File: src/hw/rtl/tvas_pkg.sv
// Package for the two-voice audio synth core: widths, register indexes,
// rate-scaling and noise constants, and the noise register step function.
// No dependencies.
package tvas_pkg;

    localparam int PITCH_W  = 16;
    localparam int VOL_W    = 8;
    localparam int PHASE_W  = 16;
    localparam int SAMPLE_W = 16;
    localparam int CFG_IDX_W  = 3;
    localparam int CFG_DATA_W = 16;

    // floor(pitch*262/735) == (pitch*RATE_MUL) >> RATE_SHIFT for every 16-bit pitch
    localparam int RATE_MUL_W = 25;
    localparam logic [RATE_MUL_W-1:0] RATE_MUL = 25'd23921800;
    localparam int RATE_SHIFT = 26;
    localparam int RATE_PROD_W = PITCH_W + RATE_MUL_W;

    localparam int GAIN_SHIFT = 10;

    localparam logic [15:0] NOISE_TAPS = 16'hB400;
    localparam logic [15:0] NOISE_SEED = 16'hACE1;

    localparam logic [CFG_IDX_W-1:0] CFG_V1_PITCH  = 3'd0;
    localparam logic [CFG_IDX_W-1:0] CFG_V1_VOLUME = 3'd1;
    localparam logic [CFG_IDX_W-1:0] CFG_V1_NOISE  = 3'd2;
    localparam logic [CFG_IDX_W-1:0] CFG_V2_PITCH  = 3'd3;
    localparam logic [CFG_IDX_W-1:0] CFG_V2_VOLUME = 3'd4;
    localparam logic [CFG_IDX_W-1:0] CFG_V2_NOISE  = 3'd5;

    function automatic logic [15:0] lfsr_step(input logic [15:0] r);
        logic [15:0] s;
        s = {1'b0, r[15:1]};
        if (r[0]) begin
            s = s ^ NOISE_TAPS;
        end
        return s;
    endfunction

endpackage

File: src/hw/rtl/tvas_voice.sv
// One synth voice: registered phase increment, phase accumulator and the
// sawtooth/noise gain stage. Uses tvas_pkg.
module tvas_voice (
    input  logic                               i_clk,
    input  logic                               i_rst_n,
    input  logic                               i_advance,
    input  logic [tvas_pkg::PITCH_W-1:0]       i_pitch,
    input  logic [tvas_pkg::VOL_W-1:0]         i_volume,
    input  logic                               i_noise,
    input  logic [15:0]                        i_lfsr,
    output logic [15:0]                        o_lfsr,
    output logic signed [tvas_pkg::SAMPLE_W-1:0] o_value
);
    import tvas_pkg::*;

    logic [PHASE_W-1:0]      r_inc;
    logic [PHASE_W-1:0]      n_inc;
    logic [PHASE_W-1:0]      r_phase;
    logic [PHASE_W-1:0]      n_phase;
    logic [RATE_PROD_W-1:0]  inc_prod;
    logic [15:0]             lfsr_next;
    logic signed [16:0]      gain_opnd;
    logic signed [25:0]      gain_prod;

    // increment is registered from the pitch register and follows it in the next cycle
    assign inc_prod = RATE_PROD_W'(i_pitch) * RATE_PROD_W'(RATE_MUL);
    assign n_inc    = PHASE_W'(inc_prod[RATE_PROD_W-1:RATE_SHIFT]);
    assign n_phase  = r_phase + r_inc;
    assign lfsr_next = lfsr_step(i_lfsr);

    assign gain_opnd = i_noise ? $signed({1'b0, lfsr_next})
                               : $signed({n_phase[PHASE_W-1], n_phase});
    assign gain_prod = 26'(gain_opnd) * 26'($signed({1'b0, i_volume}));
    assign o_value   = gain_prod[GAIN_SHIFT +: SAMPLE_W];
    assign o_lfsr    = i_noise ? lfsr_next : i_lfsr;

    always_ff @(posedge i_clk) begin
        if (!i_rst_n) begin
            r_inc   <= '0;
            r_phase <= '0;
        end else begin
            r_inc <= n_inc;
            if (i_advance) begin
                r_phase <= n_phase;
            end
        end
    end

endmodule

File: src/hw/rtl/two_voice_audio_synth_core.sv
// Top level of the two-voice audio synth: config registers, tick input
// register, noise register, mixer, low-pass filter and output register.
// Uses tvas_pkg and tvas_voice.

// One tick beat in gives one 16-bit signed sample beat out, one beat per clock
// sustained while the output is not stalled; an accepted tick goes through the
// input register, then a single combinational pass through voice gain
// multiply, mix and filter into the output register. A pitch write takes
// effect for ticks accepted from the cycle after the write on, since the
// rate-scaled phase increment is registered. The config port is always ready.
module two_voice_audio_synth_core (
    input  logic                                 i_clk,
    input  logic                                 i_rst_n,
    input  logic                                 i_cfg_valid,
    output logic                                 o_cfg_ready,
    input  logic [tvas_pkg::CFG_IDX_W-1:0]       i_cfg_index,
    input  logic [tvas_pkg::CFG_DATA_W-1:0]      i_cfg_data,
    input  logic                                 i_in_valid,
    output logic                                 o_in_stall,
    input  logic                                 i_buffer_start,
    output logic                                 o_out_valid,
    input  logic                                 i_out_stall,
    output logic signed [tvas_pkg::SAMPLE_W-1:0] o_sample
);
    import tvas_pkg::*;

    logic [PITCH_W-1:0] r_v1_pitch;
    logic [VOL_W-1:0]   r_v1_volume;
    logic               r_v1_noise;
    logic [PITCH_W-1:0] r_v2_pitch;
    logic [VOL_W-1:0]   r_v2_volume;
    logic               r_v2_noise;

    logic r_in_valid;
    logic n_in_valid;
    logic r_in_start;
    logic r_out_valid;
    logic n_out_valid;
    logic [15:0] r_lfsr;
    logic signed [SAMPLE_W-1:0] r_sample;
    logic signed [SAMPLE_W-1:0] n_sample;

    logic in_accept;
    logic advance;
    logic [15:0] lfsr_mid;
    logic [15:0] lfsr_end;
    logic signed [SAMPLE_W-1:0] v1_value;
    logic signed [SAMPLE_W-1:0] v2_value;
    logic signed [SAMPLE_W-1:0] mix;
    logic signed [SAMPLE_W+2:0] mix7;
    logic signed [SAMPLE_W+2:0] mix7_q;
    logic signed [SAMPLE_W:0]   prev_q;
    logic signed [SAMPLE_W:0]   filt;

    assign o_cfg_ready = 1'b1;

    always_ff @(posedge i_clk) begin
        if (!i_rst_n) begin
            r_v1_pitch  <= '0;
            r_v1_volume <= '0;
            r_v1_noise  <= 1'b0;
            r_v2_pitch  <= '0;
            r_v2_volume <= '0;
            r_v2_noise  <= 1'b0;
        end else if (i_cfg_valid && o_cfg_ready) begin
            unique case (i_cfg_index)
                CFG_V1_PITCH:  r_v1_pitch  <= i_cfg_data[PITCH_W-1:0];
                CFG_V1_VOLUME: r_v1_volume <= i_cfg_data[VOL_W-1:0];
                CFG_V1_NOISE:  r_v1_noise  <= i_cfg_data[0];
                CFG_V2_PITCH:  r_v2_pitch  <= i_cfg_data[PITCH_W-1:0];
                CFG_V2_VOLUME: r_v2_volume <= i_cfg_data[VOL_W-1:0];
                CFG_V2_NOISE:  r_v2_noise  <= i_cfg_data[0];
                default: ;
            endcase
        end
    end

    // handshake
    assign advance    = r_in_valid && (!r_out_valid || !i_out_stall);
    assign o_in_stall = r_in_valid && !advance;
    assign in_accept  = i_in_valid && !o_in_stall;
    assign n_in_valid = in_accept ? 1'b1 : (advance ? 1'b0 : r_in_valid);
    assign n_out_valid = advance ? 1'b1 : (i_out_stall ? r_out_valid : 1'b0);

    tvas_voice u_voice1 (
        .i_clk     (i_clk),
        .i_rst_n   (i_rst_n),
        .i_advance (advance),
        .i_pitch   (r_v1_pitch),
        .i_volume  (r_v1_volume),
        .i_noise   (r_v1_noise),
        .i_lfsr    (r_lfsr),
        .o_lfsr    (lfsr_mid),
        .o_value   (v1_value)
    );

    tvas_voice u_voice2 (
        .i_clk     (i_clk),
        .i_rst_n   (i_rst_n),
        .i_advance (advance),
        .i_pitch   (r_v2_pitch),
        .i_volume  (r_v2_volume),
        .i_noise   (r_v2_noise),
        .i_lfsr    (lfsr_mid),
        .o_lfsr    (lfsr_end),
        .o_value   (v2_value)
    );

    // mix and one-pole low-pass (bypassed on a buffer-start tick), divisions truncate toward zero
    assign mix    = v1_value + v2_value;
    assign mix7   = ($signed({{3{mix[SAMPLE_W-1]}}, mix}) <<< 3)
                    - $signed({{3{mix[SAMPLE_W-1]}}, mix});
    assign mix7_q = $signed(mix7 + (mix7[SAMPLE_W+2] ? (SAMPLE_W+3)'(7) : '0)) >>> 3;
    assign prev_q = $signed({r_sample[SAMPLE_W-1], r_sample}
                            + (r_sample[SAMPLE_W-1] ? (SAMPLE_W+1)'(7) : '0)) >>> 3;
    assign filt   = mix7_q[SAMPLE_W:0] + prev_q;
    assign n_sample = r_in_start ? mix : filt[SAMPLE_W-1:0];

    always_ff @(posedge i_clk) begin
        if (!i_rst_n) begin
            r_in_valid  <= 1'b0;
            r_out_valid <= 1'b0;
            r_lfsr      <= NOISE_SEED;
            r_sample    <= '0;
        end else begin
            r_in_valid  <= n_in_valid;
            r_out_valid <= n_out_valid;
            if (advance) begin
                r_lfsr   <= lfsr_end;
                r_sample <= n_sample;
            end
        end
    end

    always_ff @(posedge i_clk) begin
        if (in_accept) begin
            r_in_start <= i_buffer_start;
        end
    end

    assign o_out_valid = r_out_valid;
    assign o_sample    = r_sample;

endmodule
File: config.mk
export PLATFORM = sky130hd
export DESIGN_NAME = two_voice_audio_synth_core
export DESIGN_NICKNAME = d
export VERILOG_FILES = /design/src/hw/rtl/tvas_pkg.sv /design/src/hw/rtl/tvas_voice.sv /design/src/hw/rtl/two_voice_audio_synth_core.sv
export SDC_FILE = /design/constraint.sdc
export NUM_CORES = 2
export LEC_CHECK = 0
export BUFFER_PORTS_ARGS = -buffer_cell sky130_fd_sc_hd__buf_2
export CORE_MARGIN = 2
export CORE_UTILIZATION = 47
export CTS_BUF_LIST = sky130_fd_sc_hd__clkbuf_4 sky130_fd_sc_hd__clkbuf_8
export DETAILED_ROUTE_END_ITERATION = 7
export GPL_TIMING_DRIVEN = 0
export SLEW_MARGIN = 20
export SYNTH_ARGS = -nofsm -noshare
export SYNTH_HDL_FRONTEND = slang
export SYNTH_SLANG_ARGS = --single-unit
File: constraint.sdc
create_clock -name i_clk -period 16.3 [get_ports i_clk]
set_input_delay 0.815 -clock i_clk [delete_from_list [all_inputs] [get_ports i_clk]]
set_output_delay 0.815 -clock i_clk [all_outputs]
set_load 0.01 [all_outputs]
==> results.ini <==
[status]
status = completed

[floorplan]
ios = 44
dieArea_um2 = 60000
die_w_um = 245
coreArea_um2 = 57600
die_h_um = 245
fp-row-count = 88
start_util = 0.474

[timing]
clock_skew_ns = 0.0248
worstMarginPinSlew_ns = 1.14
report.final.hold_viol_count = 0
timing.fmax_mhz = 65.3
period_needed_ns = 15.32
max_slew_margin = 0.232
maxSlewViolCount = 0
fin_crit_sh = 0.940
fin_setup_tns_ns = 0
setup_viol = 0
postLayoutSetupSlackWorst_ns = 0.978

[worst_setup_path]
crit_path_end_kind = register
critPathMostFrequentCell = a21oi_1
critical_path.max_stage_delay_ns = 0.57
crit_family = compound AO/OA/AOI/OAI gates
arrival_ns = 15.72
critPathSlowestCell = fa_1
worstPathBufferInverterCount = 5
endpoint = o_sample[14]$_SDFFE_PN0P_
regToRegStartpoint = u_voice1.r_phase[0]$_SDFFE_PN0P_
rrSetupSlack_ns = 0.98
critPathMaxFanout = 10
reg2regPathDepth = 68
required_ns = 16.70
setup.worst_path.start = u_voice1.r_phase[0]$_SDFFE_PN0P_
start_kind = register
path_depth = 68
worstSetupPathType = reg2reg
reg2reg_to = o_sample[14]$_SDFFE_PN0P_

[drt]
drt-initial-drc-count = 957
detail_route.wl_per_cell_um = 17.0
drt_pass1_iterations = 5
vias = 20900
wl_um = 67500
final_antenna_net_count = 0
routed_via_density = 5.25
drc = 0

[clocking]
cts_made_buffers = 17
hold_buffers = 0
cts_max_level = 4
path_clk_slew_ns = 0.09
cts-resized-gates = 0
clock_latency_ns = 0.47
clock-sinks = 147
cts_root_buf = clkbuf_8
cts_setup_buffers = 0
cts_tree = done
cts_buffer_depth = 2

[min_path]
hp-start = u_voice2.r_phase[3]$_SDFFE_PN0P_
hold_path.class = reg2reg
min_path_cells = 2

[global_routing]
antenna_found_initial = 0
grt_remaining_overflow = 0
grt_pass1_wl_um = 112000
grt_pass1_vias = 22100
track_usage = 0.232
grt_max_degree = 17

[yosys]
synthFlopType = dfxtp_1
yosys_warnings = 0
synth_edf_count = 1
syn-num-nets = 3975
async_reset_ff_frac = 0
synth_cells = 3133
synth-seq-cells = 147
syn_area_um2 = 27300
seq_area_frac_synth = 0.108
syn_avg_cell_area_um2 = 8.72
synth_cell_type_count = 79

[power]
pwr-share-comb = 0.396
p_int_uw = 699
power.leakage_uw = 0.0155
p_clk_frac = 0.260
p_seq_frac = 0.344
total_power_uw = 1130
p_sw_frac = 0.382
ir_drop_mv = 0.0416
powerDensity_nw_per_um2 = 39.1
switching_power_uw = 432

[placement]
place_ws_ns = 0.488
placement.cell_area_um2 = 28500
hpwl_um = 57100
place_congestion = 0.870
portBuffers = 40

[finish]
design_area_um2 = 28900
fin_util = 0.502
syn_to_final_growth_pct = 5.91
diodes = 0
nets = 4034
final_layout_size_suffix_gt1_frac = 0.0365

[flow_run]
drv_cap = 0

[per-stage QoR]
stage / hold WS (ns) / std cells
after detailed placement: 0.464 / 3938
final: 0.473 / 3969
after global placement: 0.456 / 3938
after floorplan: 0.448 / 3133
after global routing: 0.498 / 3969
after CTS: 0.477 / 3969
[worst min-delay path by stage]
stage                                        to  slack [ns]
6_report       u_voice2.r_phase[3]$_SDFFE_PN0P_        0.47
5_1_grt        u_voice2.r_phase[8]$_SDFFE_PN0P_        0.50
4_1_cts        u_voice1.r_phase[0]$_SDFFE_PN0P_        0.48
3_5_place_dp   u_voice1.r_phase[0]$_SDFFE_PN0P_        0.46
3_3_place_gp   u_voice1.r_phase[8]$_SDFFE_PN0P_        0.46
2_1_floorplan  u_voice1.r_phase[0]$_SDFFE_PN0P_        0.45
[placed cells by master, fill, tap and decap left out, types with 28 or more instances in the layout]
| cell | count |
|---|---|
| a21boi_0 | 66 |
| nand2_1 | 378 |
| a21oi_1 | 102 |
| xor2_1 | 46 |
| inv_1 | 604 |
| clkbuf_1 | 73 |
| nand3_1 | 30 |
| and2_1 | 147 |
| nor3_1 | 28 |
| xnor2_1 | 107 |
| nor2b_1 | 69 |
| fa_1 | 367 |
| o21ai_0 | 80 |
| dfxtp_1 | 146 |
| ha_1 | 450 |
| buf_2 | 42 |
| a21o_1 | 39 |
| nor2_1 | 91 |
[sequential cells by signal (all words and copies together), names as in the netlist, 8 cells and up]
name and flops:
u_voice1.r_phase 16, o_sample 16, r_v1_pitch 16, r_v2_pitch 16, u_voice2.r_inc 15, u_voice2.r_phase 16
r_v2_volume 8, u_voice1.r_inc 15, r_lfsr 16, r_v1_volume 8
[Yosys cell counts (4+ instances only)]
master,number,area [um^2]
and2_1,147,920
mux2i_1,15,150
nand4_1,9,56.3
nand3_1,30,150
o31a_1,5,43.8
a21oi_1,104,521
o21a_1,28,210
o311ai_0,5,43.8
nor2b_1,69,432
o211a_1,11,110
a2111oi_0,5,43.8
a21o_1,39,293
a31oi_1,12,75.1
nand2b_1,18,113
o21bai_1,22,165
or2_2,7,43.8
buf_1,8,30.0
a211o_1,4,35.0
nor2_1,92,345
and3_1,17,106
xor2_1,47,412
xnor2_1,107,937
o21ai_0,80,400
fa_1,367,7350
clkbuf_1,75,282
or3_1,8,50.1
a211oi_1,12,90.1
o31ai_1,6,45.0
o21ai_1,13,65.1
dfxtp_1,146,2920
inv_1,604,2270
nor3b_1,4,30.0
a21boi_0,66,495
nand4b_1,4,35.0
o211ai_1,17,128
ha_1,450,5630
nor3_1,28,140
nand2_1,380,1430
[final cells by class]
| type | count | area [um^2] |
|---|---|---|
| fillers | 5479 | 28700 |
| multi-input cells | 2293 | 21800 |
| flip-flops and latches | 147 | 2950 |
| inverters | 605 | 2270 |
| well taps | 765 | 957 |
| plain buffers | 88 | 354 |
| clock buffers | 23 | 304 |
| repair buffers | 40 | 200 |
| clock inverters | 8 | 88.8 |
[power by group through the flow]
stage	Clock [uW]	Combinational (uW)	Sequential, uW
global placement	0	430	397
finish	294	448	389
floorplan	0	328	392
CTS	298	445	389
detailed placement	0	439	398
global route	315	499	391
[per-layer routing]
layer	vias to the layer above	part of all wire	track usage
met5	-	0	0
met4	0	0.025	0.0633
met3	93	0.044	0.0225
met2	447	0.48	0.400
met1	10200	0.45	0.310
li1	10100	-	-
[worst register-to-register path: cells and delay by family, from the launching register on]
family,cells,cell delay (ns)
DFF,1,0.32
xor gates and xnor gates,4,0.95
AOI/OAI and AO/OA,32,6.18
adders and majority gates,11,4.32
muxes,2,0.42
and+or+nand+nor,14,2.74
buffers and inverters,5,0.37
[kinds of logic (layout without fill, tap and decap cells)]
kind of cell             after synthesis  in the layout  synth area share
AND/OR/NAND/NOR                      837            837             0.148
adder cells (fa/ha/maj)              817            817             0.475
buffers and inverters                693            764            0.0960
AO/OA/AOI/OAI                        464            464             0.115
XOR/XNOR                             156            156            0.0508
flip-flops                           147            147             0.108
multiplexers                          18             18           0.00673
other                                  1              1          0.000137
No activity file was read; power rests on OpenSTA's default activity.
